<file path="config.mk">
export PLATFORM = sky130hd
export DESIGN_NAME = teh_cell
export DESIGN_NICKNAME = d
export VERILOG_FILES = /design/src/sv/timed_event_heap_queue_core_assert.svh /design/src/sv/teh_pkg.sv /design/src/sv/teh_cell.sv
export SDC_FILE = /design/constraint.sdc
export NUM_CORES = 1
export LEC_CHECK = 0
export BUFFER_PORTS_ARGS = -buffer_cell sky130_fd_sc_hd__buf_4
export CAP_MARGIN = 10
export CORE_AREA = 4 4 114 116
export CTS_CLUSTER_SIZE = 10
export DETAILED_ROUTE_END_ITERATION = 16
export DIE_AREA = 0 0 118 120
export PLACE_DENSITY = 0.72
export SLEW_MARGIN = 10
export SYNTH_ARGS = -nofsm -noshare
export SYNTH_HDL_FRONTEND = slang
export SYNTH_SLANG_ARGS = --single-unit
</file>
<file path="constraint.sdc">
create_clock -name i_clk -period 7.9 [get_ports i_clk]
set_input_delay 0.395 -clock i_clk [delete_from_list [all_inputs] [get_ports i_clk]]
set_output_delay 0.395 -clock i_clk [all_outputs]
set_load 0.02 [all_outputs]
</file>
<file path="src/sv/timed_event_heap_queue_core_assert.svh">
// ----------------------------------------------------------------------------
// timed event heap queue assertion macros
// shared property forms for the core checks
// ----------------------------------------------------------------------------
`ifndef TIMED_EVENT_HEAP_QUEUE_CORE_ASSERT_SVH
`define TIMED_EVENT_HEAP_QUEUE_CORE_ASSERT_SVH

// condition holds at every edge out of reset
`define TEH_ASSERT_ALWAYS(lbl, expr, msg) \
    lbl: assert property (@(posedge i_clk) disable iff (!i_rst_n) (expr)) else $error(msg);

// consequent holds in the same cycle as the antecedent
`define TEH_ASSERT_IMPL(lbl, ante, cons, msg) \
    lbl: assert property (@(posedge i_clk) disable iff (!i_rst_n) (ante) |-> (cons)) \
        else $error(msg);

`endif

</file>
<file path="src/sv/teh_pkg.sv">
// ----------------------------------------------------------------------------
// teh_pkg
// sizes, entry and cell command types, sequencer states for the heap queue
// ----------------------------------------------------------------------------
`default_nettype none

package teh_pkg;

    localparam int IMM_DEPTH  = 16;
    localparam int INT_DEPTH  = 32;
    localparam int MAX_DEPTH  = (IMM_DEPTH > INT_DEPTH) ? IMM_DEPTH : INT_DEPTH;
    localparam int IDX_W      = $clog2(MAX_DEPTH);
    localparam int CNT_W      = $clog2(MAX_DEPTH + 1);
    localparam int TIME_W     = 32;
    localparam int HND_W      = 16;
    localparam int LATE_W     = 31;
    localparam int IN_DATA_W  = 88;
    localparam int OUT_DATA_W = 56;
    localparam int ADDR_W     = 3;
    localparam int REG_ENABLE = 0;

    localparam logic REQ_ADD  = 1'b0;
    localparam logic REQ_TICK = 1'b1;

    typedef struct packed {
        logic [TIME_W-1:0] tm;
        logic [HND_W-1:0]  hnd;
    } t_entry;

    typedef struct packed {
        logic [IDX_W-1:0]  rd_a;
        logic [IDX_W-1:0]  rd_b;
        logic              wr_en;
        logic [IDX_W-1:0]  wr_idx;
        t_entry            wr_data;
        logic              sub_en;
        logic [TIME_W-1:0] amount;
        logic              clamp_en;
    } t_cell_cmd;

    typedef enum logic [3:0] {
        ST_IDLE,
        ST_DONE,
        ST_INS,
        ST_REB,
        ST_LOAD,
        ST_POP_LOAD,
        ST_SIFT,
        ST_FIRE_IMM,
        ST_FIRE_INT,
        ST_END
    } t_state;

endpackage

`default_nettype wire

</file>
<file path="src/sv/teh_cell.sv">
// ----------------------------------------------------------------------------
// teh_cell
// one heap slot: holds a trigger, applies clamp or shift, feeds the read chains
// ----------------------------------------------------------------------------
`default_nettype none

module teh_cell import teh_pkg::*; (
    input  wire logic             i_clk,
    input  wire logic [IDX_W-1:0] i_idx,
    input  wire t_cell_cmd        i_cmd,
    input  wire t_entry           i_chain_a,
    input  wire t_entry           i_chain_b,
    output t_entry                o_chain_a,
    output t_entry                o_chain_b
);

    t_entry r_ent;
    t_entry n_ent;

    always_comb begin
        n_ent = r_ent;
        priority if (i_cmd.wr_en && (i_cmd.wr_idx == i_idx)) begin
            n_ent = i_cmd.wr_data;
        end else if (i_cmd.clamp_en && r_ent.tm[TIME_W-1]) begin
            n_ent.tm = '0;
        end else if (i_cmd.sub_en) begin
            n_ent.tm = r_ent.tm - i_cmd.amount;
        end else begin
            n_ent = r_ent;
        end
    end

    always_ff @(posedge i_clk) begin
        r_ent <= n_ent;
    end

    assign o_chain_a = i_chain_a | ((i_cmd.rd_a == i_idx) ? r_ent : t_entry'('0));
    assign o_chain_b = i_chain_b | ((i_cmd.rd_b == i_idx) ? r_ent : t_entry'('0));

endmodule

`default_nettype wire

</file>
======== Word level (Yosys, flattened, before mapping) ========
Cells that the tools add are included.
storage, ports and cells
  logic and storage cells ................. 16
  register bits ........................... 48
  output and inout port bits .............. 96
operators by class
  eq/ne operators ......................... 3
  bitwise gates (word level) .............. 2
  mux-type cells .......................... 5
  $add $sub $neg .......................... 1
  reductions and logical operators ........ 3
operator list
  kind               number
  $mux 48            3
  $or 48x48->48      2
  $mux 32            2
  $sub 32x32->32     1
  $eq 5x5->1         3
  $reduce_bool 3->1  1
  $logic_and 1x1->1  2

======== Longest topological paths before layout ========
Gate-level depths: netlist of the first run.
  word-level depth ........................ 4
  mapped depth ............................ 11
  mapped depth without buffers ............ 11

======== Worst setup path before layout of the first run ========
No wires, ideal clock.
  kind .................................... input-to-reg
  start ................................... input i_cmd[1] in the netlist's numbering
  end ..................................... register r_ent[46] in the netlist's numbering, data pin
  library setup time ...................... 261 ps
  required time ........................... 7,639 ps
  arrival time ............................ 2,609 ps
  stages on the path ...................... 10
  slack ................................... 5,030 ps
  cells stage by stage .................... ha_1 > fa_1 > nor2b_1 > o21a_1 > a311o_1 > a211oi_2 > o31ai_1 > a31oi_1 > o2111a_1 > a221o_1
RTL lines
  element                 line            text
  start: declaration      teh_cell.sv:10  input wire t_cell_cmd i_cmd,
  end signal: assignment  teh_cell.sv:34  r_ent <= n_ent;
  end: declaration        teh_cell.sv:17  t_entry r_ent;

==> results of run 1 <==
worst min-delay path by stage:
stage,cells after the start,to,slack [ns]
2_1_floorplan,0,r_ent[0]$_DFFE_PP_,0.49
3_3_place_gp,1,r_ent[3]$_DFFE_PP_,0.57
3_5_place_dp,1,r_ent[7]$_DFFE_PP_,0.57
4_1_cts,1,r_ent[1]$_DFFE_PP_,0.27
5_1_grt,1,r_ent[1]$_DFFE_PP_,0.27
6_report,1,r_ent[0]$_DFFE_PP_,0.28
per-layer routing:
metal | wire [µm] | vias up
met4 | 255 | 0
li1 | - | 2425
met1 | 6760 | 2339
met3 | 1030 | 20
met2 | 8920 | 202
met5 | 0 | -
through the flow:
step / power, W / instances / hold WS (ns)
after global routing: 0.00204 / 937 / 0.269
final: 0.00189 / 937 / 0.277
after global placement: 0.00159 / 929 / 0.574
after CTS: 0.00189 / 937 / 0.270
after floorplan: 0.00128 / 505 / 0.494
after detailed placement: 0.00163 / 929 / 0.574
worst max-delay path: cells and delay by family, from the launching register on:
kind / cells / cell delay (ns)
AO/OA/AOI/OAI: 7 / 1.77
adder cells (fa/ha/maj): 2 / 0.61
buffers and inverters: 1 / 0.07
flip-flops: 1 / 0.38
AND/OR/NAND/NOR: 1 / 0.13
final cells by class:
type | count | area (µm²)
clock inverter | 3 | 46.3
multi-input combinational | 400 | 2790
sequential | 48 | 1440
inverter | 36 | 135
tap | 147 | 184
timing repair buffer | 298 | 2240
clock buffer | 5 | 125
fill | 1075 | 4950
cell usage in the layout, fill, tap and decap left out, types with 3 or more instances in the layout:
cell	synthesis	final
buf_4	0	298
a21o_1	106	106
nand2_1	52	52
edfxtp_1	48	48
o21ai_0	37	37
inv_1	36	36
a21oi_1	36	36
ha_1	32	32
xnor2_1	20	20
xor2_1	19	19
nor2_1	11	11
nand3_1	10	10
o31ai_1	6	6
o21bai_1	5	5
nand4_1	5	5
clkbuf_16	0	5
and3_1	5	4
nor2b_1	4	4
nor3_1	6	4
o21a_1	3	3
a31oi_1	3	3
or3_1	3	3
cells by family (layout without fill, tap and decap cells):
kind of cell | after synthesis | in the layout | synth area share, %
adders and majority gates | 33 | 33 | 9.49
AOI/OAI and AO/OA | 220 | 220 | 34.0
and+or+nand+nor | 108 | 108 | 11.4
buffers and inverters | 57 | 342 | 4.83
xor gates and xnor gates | 39 | 39 | 7.71
DFF | 48 | 48 | 32.5
power breakdown:
part           internal [W]  leakage [nW]  total (W)  switching (W)
clock network      0.000151        0.0804   0.000252       0.000102
logic              0.000496          3.14    0.00111       0.000619
registers          0.000434         0.471   0.000525      0.0000906
==> impl_metrics.csv, run 1 <==
group,metric,value,unit
timing,post-route-period-util,40.6,%
finish,finalNetCount,1022,
setup_path,max_stage_delay,0.48,ns
finish,area_delta_synth_final,57.0,%
clocking,htreeDepth,2,
clocking,ctsHoldBuffers,0,
floorplan,core,11900,µm²
setup_path,path_cells,"inv_1 > ha_1 > fa_1 > nor2b_1 > o21a_1 > a311o_1 > a211oi_2 > o31ai_1 > a31oi_1 > o2111a_1 > a221o_1",
run,maxCapViolations,0,
synth,syn-num-nets,738,
clocking,ctsResizeCount,0,
synth,synth.cell_area,4430,µm²
route,vias_per_cell,5.32,
clocking,clkSinkCount,48,
global_route,grt_pass1_wl,26.1,mm
route,first_iter_violations,269,
global_route,grt_overflow,0,
setup_path,critical-path-slowest-cell,"o31ai_1",
synth,synth_edf_count,48,
synth,yosys.cell_types.count,51,
clocking,cts_tree,"yes",
floorplan,die_w,118,µm
run_status,outcome,"finished, final reports clean",
hold_path,min_from,"i_cmd[34]",
timing,timing.fmax,0.312,GHz
floorplan,pin_count,296,
placed_design,io_buffer_count,295,
timing,period_needed,3.20,ns
global_route,antenna_found_initial,0,
timing,tns,0,ns
finish,design_area,6960,µm²
global_route,grt_use_total,22.5,%
finish,final_core_util,58.4,%
route,first_pass_iters,5,
clocking,cts_setup_buffers,0,
global_route,met2_usage,42.0,%
setup_path,crit_required,7.94,ns
placed_design,place_area,6790,µm²
route,drc,0,
placed_design,post-dp-hpwl,13.6,mm
timing,worstMarginPinSlew,1.03,ns
setup_path,reg2reg_depth,11,
setup_path,cp-start-kind,"flip-flop",
setup_path,crit_path_start,"r_ent[16]$_DFFE_PP_",
synth,synthTopCellsByCount,"a21o_1 (106), nand2_1 (52), edfxtp_1 (48), o21ai_0 (37)",
setup_path,cp_max_fo,5,
placed_design,routabilityCongestion,0.933,
timing,finalHoldViolCount,0,
route,wl,17.0,mm
setup_path,crit_type,"flip-flop to flip-flop",
clocking,clk_path_buf_depth,2,
route,via_count,4986,
synth,ys_warn_count,0,
clocking,numCtsBuffers,5,
timing,rsz0062_at_grt,"false",
hold_path,hp-class,"input port to flip-flop",
synth,synth_top_area_share,32.5,%
finish,top_regs,"r_ent: 48 flops",
synth,yosysTopAreaCell,"edfxtp_1",
setup_path,r2r-end,"r_ent[46]$_DFFE_PP_",
setup_path,rrSetupSlack,4.70,ns
power,p_leak,3.69,nW
setup_path,worstSetupEndpoint,"r_ent[46]$_DFFE_PP_",
route,wl_per_cell,18.1,µm
timing,relSlewSlack,31.3,%
synth,synthCells,505,
finish,largest_register,"r_ent",
timing,clock_skew,0.0123,ns
power,peakVddDrop,0.112,mV
setup_path,r2r-start,"r_ent[16]$_DFFE_PP_",
synth,ys.flop_type,"edfxtp_1",
clocking,clk_latency,0.29,ns
floorplan,die_h,120,µm
synth,synth_seq_cells,48,
finish,drive_gt1_share,39.7,%
synth,avgSynthCellArea,8.78,µm²
clocking,path_clk_slew,0.08,ns
synth,synth_seq_area_share,32.5,%
finish,antenna_cells,0,
synth,synth.most_common_cell,"a21o_1",
global_route,gr-usage-met3,4.05,%
global_route,grt_pass1_vias,5186,
finish,largest_reg_flops,48,
global_route,grt_max_degree,51,
setup_path,worstPathArrival,3.24,ns
route,postRouteAntennaNets,0,
timing,worst_slack,4.70,ns
synth,synthTopCellsByArea,"edfxtp_1 (33%), a21o_1 (18%), ha_1 (9.0%)",
timing,finalSetupViolCount,0,
clocking,root_buffer,"clkbuf_16",
global_route,met1_usage,26.3,%
floorplan,rows,40,
timing,final_max_slew_viol_count,0,
power,p_per_area,272,nW/µm²
floorplan,start_util,37.2,%
synth,async_flop_share,0,%
placed_design,pre_cts_slack,4.47,ns
setup_path,cp-end-kind,"flip-flop",
global_route,busiest_layer,"met2",
floorplan,die_area,14200,µm²
Power figures use the tool's default switching activity.
==> run 2: changes to the inputs <==
--- a/config.mk
+++ b/config.mk
@@ -7,11 +7,11 @@
 export LEC_CHECK = 0
 export BUFFER_PORTS_ARGS = -buffer_cell sky130_fd_sc_hd__buf_4
 export CAP_MARGIN = 10
-export CORE_AREA = 4 4 114 116
+export CORE_MARGIN = 4
+export CORE_UTILIZATION = 39
 export CTS_CLUSTER_SIZE = 10
 export DETAILED_ROUTE_END_ITERATION = 16
-export DIE_AREA = 0 0 118 120
-export PLACE_DENSITY = 0.72
+export PLACE_DENSITY = 0.79
 export SLEW_MARGIN = 10
 export SYNTH_ARGS = -nofsm -noshare
 export SYNTH_HDL_FRONTEND = slang
==> constraint.sdc (replaced) <==
create_clock -name i_clk -period 2.6 [get_ports i_clk]
set_input_delay 0.13 -clock i_clk [delete_from_list [all_inputs] [get_ports i_clk]]
set_output_delay 0.13 -clock i_clk [all_outputs]
set_load 0.02 [all_outputs]
==> run 2 against run 1 <==
Effect of this change:
- the run now ends with negative setup slack left
- combinational power increased to 4.0 times the previous value
- power increased to 3.6 times the previous value
- critical path depth unchanged
==> impl_metrics.csv, run 2 (synthesis results as in run 1) <==
group,metric,value,unit
finish,seq_area,1440,µm²
floorplan,rows,38,
setup_path,cp_max_fo,3,
timing,post-route-period-util,106,%
timing,period_needed,2.75,ns
finish,most-common-layout-cells,"buf_4 (343), a21o_1 (106), nand2_1 (52)",
timing,relSlewSlack,55.8,%
clocking,clk_latency,0.30,ns
clocking,path_clk_slew,0.07,ns
power,peakVddDrop,0.503,mV
floorplan,pin_count,296,
placed_design,routabilityCongestion,0.913,
placed_design,io_buffer_count,295,
power,p_per_area,884,nW/µm²
timing,final_max_slew_viol_count,0,
route,first_pass_iters,4,
clocking,clk_path_buf_depth,2,
global_route,antenna_found_initial,0,
route,wl,17.9,mm
hold_path,hp-class,"input port to flip-flop",
timing,timing.fmax,0.363,GHz
power,p_leak,3.99,nW
finish,largest_reg_flops,48,
finish,n_fill_cell,878,
run,maxCapViolations,0,
finish,final_common_cell,"buf_4",
route,postRouteAntennaNets,0,
setup_path,crit_required,2.65,ns
placed_design,pre_cts_slack,-0.216,ns
route,first_iter_violations,281,
finish,antenna_cells,0,
timing,rsz0062_at_grt,"true",
setup_path,cp-end-kind,"flip-flop",
clocking,root_buffer,"clkbuf_16",
finish,top_regs,"r_ent: 48 flops",
timing,worstMarginPinSlew,0.663,ns
finish,area_delta_synth_final,72.0,%
finish,drive_gt1_share,46.2,%
finish,largest_register,"r_ent",
placed_design,post-dp-hpwl,14.0,mm
timing,finalHoldViolCount,0,
global_route,grt_overflow,0,
setup_path,cp-start-kind,"flip-flop",
setup_path,crit_type,"flip-flop to flip-flop",
timing,clock_skew,0.00926,ns
global_route,grt_use_total,24.7,%
global_route,grt_pass1_vias,5317,
timing,tns,-0.482,ns
route,via_count,5278,
hold_path,hold-path-cell-count,1,
route,vias_per_cell,5.35,
floorplan,start_util,40.4,%
clocking,htreeDepth,2,
global_route,grt_max_degree,49,
setup_path,worstPathArrival,2.80,ns
floorplan,die_w,115,µm
timing,worst_slack,-0.151,ns
route,drc,0,
finish,finalNetCount,1079,
floorplan,die_h,115,µm
setup_path,reg2reg_depth,11,
floorplan,die_area,13100,µm²
clocking,cts_tree,"yes",
floorplan,core,11000,µm²
finish,multi_input_comb_area,3000,µm²
run_status,violations,"negative setup slack",
timing,finalSetupViolCount,5,
clocking,clkSinkCount,48,
global_route,grt_pass1_wl,25.9,mm
clocking,numCtsBuffers,5,
timing,whs,0.00737,ns
route,wl_per_cell,18.2,µm
run_status,outcome,"complete, but fails checks",
run 2: changes by cell type in the layout (fill, tap and decap cells not counted), sizes merged:
cell,delta
dlygate4sd3,+11
buf,+46
clkinvlp,-1
inv,-1
clkinv,+2
run 2: routing by layer:
| layer | vias to the layer above | global-route usage, % | share of wire [%] |
|---|---|---|---|
| li1 | 2545 | - | - |
| met1 | 2448 | 28.9 | 37 |
| met2 | 252 | 46.0 | 53 |
| met3 | 33 | 4.49 | 7.8 |
| met4 | 0 | 6.65 | 2.0 |
| met5 | - | 0 | 0 |
run 2: final timing paths:
check	endpoint	startpoint	slack, ns
worst min register to register	r_ent[20]$_DFFE_PP_	r_ent[20]$_DFFE_PP_	0.86
worst max-delay path	r_ent[46]$_DFFE_PP_	r_ent[16]$_DFFE_PP_	-0.15
worst max register to register	r_ent[46]$_DFFE_PP_	r_ent[16]$_DFFE_PP_	-0.15
worst min-delay path	r_ent[3]$_DFFE_PP_	i_cmd[37]	0.007
run 2: what timing repair did:
item                                    4_1_cts  5_1_grt
endpoints found under the setup margin       10       15
pin swaps                                     3       17
hold endpoints to repair                      4        7
hold buffers                                  4        7
resized for setup                             6       39
buffers inserted                              3        4
run 2: stage by stage:
stage	area (µm²)	total power [W]	cells	util, %
2_1_floorplan	4450	0.00390	505	-
3_3_place_gp	7100	0.00536	962	64.6
3_5_place_dp	7100	0.00545	962	64.6
4_1_cts	7370	0.00634	977	67.1
5_1_grt	7620	0.00722	987	69.4
6_report	7620	0.00674	987	69.4
run 2: final cells by class:
cell class / count / share of cell area [%]
Clock inverter: 3 / 0.624
Inverter: 36 / 1.77
Clock buffer: 5 / 1.64
Tap cell: 140 / 2.30
Sequential cell: 48 / 18.9
Multi-Input combinational cell: 400 / 39.4
Timing Repair Buffer: 355 / 35.4
run 2: worst max-delay path: stages (launching register included):
cell and delay, ns:
edfxtp_1 0.38, inv_2 0.06, ha_4 0.15, fa_2 0.33
nor2b_1 0.13, o21a_1 0.15, a311o_1 0.27, a211oi_4 0.11
o31ai_2 0.25, a31oi_1 0.16, o2111a_1 0.26, a221o_1 0.25
run 2: where the power goes:
group	internal [W]	leakage, nW	switching (W)	total [W]
Sequential	0.00131	0.471	0.000248	0.00156
Combinational	0.00213	3.44	0.00228	0.00440
Clock	0.000458	0.0840	0.000318	0.000776
==> run 3: changes to the inputs <==
--- a/config.mk
+++ b/config.mk
@@ -5,13 +5,13 @@
 export SDC_FILE = /design/constraint.sdc
 export NUM_CORES = 1
 export LEC_CHECK = 0
-export BUFFER_PORTS_ARGS = -buffer_cell sky130_fd_sc_hd__buf_4
 export CAP_MARGIN = 10
-export CORE_MARGIN = 4
-export CORE_UTILIZATION = 39
+export CORE_AREA = 4 4 114 116
 export CTS_CLUSTER_SIZE = 10
 export DETAILED_ROUTE_END_ITERATION = 16
-export PLACE_DENSITY = 0.79
+export DIE_AREA = 0 0 118 120
+export DONT_BUFFER_PORTS = 1
+export RECOVER_POWER = 100
 export SLEW_MARGIN = 10
 export SYNTH_ARGS = -nofsm -noshare
 export SYNTH_HDL_FRONTEND = slang
==> constraint.sdc (replaced) <==
create_clock -name i_clk -period 2.6 [get_ports i_clk]
set_input_delay 0.13 -clock i_clk [delete_from_list [all_inputs] [get_ports i_clk]]
set_output_delay 0.13 -clock i_clk [all_outputs]
set_load 0.005 [all_outputs]
==> run 3 against run 2 <==
Effect of this change:
- the flow still finishes with violations (negative setup slack)
- combinational power shrank 6.4%
- global-route usage shrank 4.1 points
- clock skew is essentially flat
- largest power group unchanged
- critical path depth is the same
- largest cell class unchanged
- highest routed layer unchanged
- fmax shrank 1.7%
- flip-flop and latch count is the same
- clock-buffer cell count is the same
==> impl_metrics.csv, run 3 (synthesis results as in run 1) <==
group,metric,value,unit
global_route,grt_pass1_vias,4331,
setup_path,r2r-start,"r_ent[16]$_DFFE_PP_",
clocking,htreeDepth,2,
power,p_sw_share,41.6,%
power,p_per_area,1160,nW/µm²
timing,finalHoldViolCount,0,
timing,period_needed,2.80,ns
power,power_frac_comb,63.7,%
setup_path,critPathTopFamily,"compound AO/OA/AOI/OAI gates",
floorplan,start_util,37.2,%
run_status,outcome,"complete, but fails checks",
setup_path,max_stage_delay,0.42,ns
route,postRouteAntennaNets,0,
route,wl,16.0,mm
setup_path,crit_required,2.74,ns
floorplan,die_h,120,µm
finish,most-common-layout-cells,"a21o_1 (106), buf_4 (54), nand2_1 (52)",
clocking,numCtsBuffers,5,
setup_path,reg2reg_depth,11,
timing,worstMarginPinSlew,1.16,ns
placed_design,place_area,4930,µm²
timing,rsz0062_at_grt,"true",
timing,worst_slack,-0.198,ns
setup_path,cp_max_fo,3,
global_route,grt_overflow,0,
timing,finalSetupViolCount,9,
route,drc,0,
route,via_count,4277,
setup_path,r2r-end,"r_ent[42]$_DFFE_PP_",
hold_path,hold-path-cell-count,2,
power,p_int,0.00378,W
finish,drive_gt1_share,19.6,%
finish,antenna_cells,0,
power,p_total,0.00647,W
power,sequentialPowerShare,24.2,%
timing,tns,-0.891,ns
clocking,clk_path_buf_depth,2,
global_route,antenna_found_initial,0,
timing,final_max_slew_viol_count,0,
floorplan,core,11900,µm²
timing,post-route-period-util,108,%
clocking,root_buffer,"clkbuf_16",
hold_path,whs_endpoint,"r_ent[43]$_DFFE_PP_",
clocking,path_clk_slew,0.08,ns
setup_path,critical-path-slowest-cell,"a311o_1",
run,maxCapViolations,0,
timing,clock_skew,0.00898,ns
hold_path,min_from,"i_cmd[77]",
setup_path,cp-start-kind,"flip-flop",
timing,relSlewSlack,22.4,%
finish,area_delta_synth_final,26.3,%
setup_path,worstPathArrival,2.94,ns
power,netSwitchingPower,0.00269,W
placed_design,pre_cts_slack,-0.247,ns
clocking,clkSinkCount,48,
clocking,cts_tree,"yes",
finish,final_core_util,47.0,%
power,p_leak,2.66,nW
power,peakVddDrop,0.524,mV
route,vias_per_cell,5.96,
finish,finalNetCount,803,
route,first_iter_violations,205,
global_route,grt_pass1_wl,23.2,mm
setup_path,rrSetupSlack,-0.20,ns
route,first_pass_iters,4,
setup_path,cp-end-kind,"flip-flop",
placed_design,post-dp-hpwl,12.5,mm
finish,top_regs,"r_ent: 48 flops",
route,wl_per_cell,22.3,µm
finish,largest_register,"r_ent",
placed_design,io_buffer_count,0,
finish,design_area,5600,µm²
timing,timing.fmax,0.357,GHz
floorplan,die_w,118,µm
finish,largest_reg_flops,48,
run_status,violations,"negative setup slack",
hold_path,hp-class,"input port to flip-flop",
setup_path,crit_type,"flip-flop to flip-flop",
floorplan,die_area,14200,µm²
global_route,grt_use_total,20.6,%
floorplan,pin_count,296,
setup_path,path_cells,"inv_2 > ha_4 > fa_2 > nor2b_2 > o21a_1 > a311o_1 > a211oi_4 > o31ai_4 > a31o_1 > a2111o_1 > o211ai_1",
placed_design,routabilityCongestion,0.866,
clocking,clk_latency,0.31,ns
global_route,grt_max_degree,49,
setup_path,cp_num_buf_inv,1,
power,power_frac_clock,12.2,%
finish,final_common_cell,"a21o_1",
floorplan,rows,40,
-- run 3: cell count changes in the layout (fill, tap and decap cells not counted), sizes merged --
cell	before	now
buf	344	56
clkbuf	5	11
dlygate4sd3	11	17
-- run 3: layer usage --
layer,vias up,routed length (µm),track usage [%]
met5,-,0,0
met4,0,355,6.37
met3,21,1070,5.00
met2,188,8420,38.4
li1,1984,-,-
met1,2084,6150,23.2
-- run 3: timing repair --
action	in CTS	in global routing
gates cloned	0	0
resized for setup	17	39
setup buffers	8	8
hold buffers	17	0
pin swaps	8	16
endpoints found under the hold margin	17	0
endpoints found under the setup margin	12	16
-- run 3: power by group through the flow --
stage	Combinational, W	Sequential, W	Clock (W)
4_1_cts	0.00374	0.00155	0.000811
2_1_floorplan	0.00230	0.00149	0
3_3_place_gp	0.00340	0.00155	0
5_1_grt	0.00451	0.00160	0.000837
3_5_place_dp	0.00346	0.00157	0
6_report	0.00412	0.00157	0.000787
-- run 3: cell type report --
cell class                      count  area [µm²]
Sequential cell                    48        1440
Clock buffer                        5         125
Multi-Input combinational cell    400        3040
Tap cell                          147         184
Fill cell                        1148        6320
Timing Repair Buffer               79         626
Clock inverter                      3        47.5
Inverter                           36         135
-- run 3: worst max path at each step --
stage          depth (start not counted)  slack [ns]           startpoint                  end
3_3_place_gp                          12       -0.09  r_ent[16]$_DFFE_PP_  r_ent[44]$_DFFE_PP_
5_1_grt                               11       -0.26  r_ent[16]$_DFFE_PP_  r_ent[42]$_DFFE_PP_
4_1_cts                               11       -0.14  r_ent[16]$_DFFE_PP_  r_ent[46]$_DFFE_PP_
6_report                              11       -0.20  r_ent[16]$_DFFE_PP_  r_ent[42]$_DFFE_PP_
3_5_place_dp                          12       -0.25  r_ent[16]$_DFFE_PP_  r_ent[44]$_DFFE_PP_
2_1_floorplan                         11       -0.06  r_ent[16]$_DFFE_PP_  r_ent[46]$_DFFE_PP_
-- run 3: per-stage QoR --
step / hold WS (ns) / std cells
after floorplan: 0.229 / 505
after global placement: 0.229 / 679
after detailed placement: 0.229 / 679
after CTS: 0.0106 / 712
after global routing: 0.0122 / 718
final: 0.0181 / 718
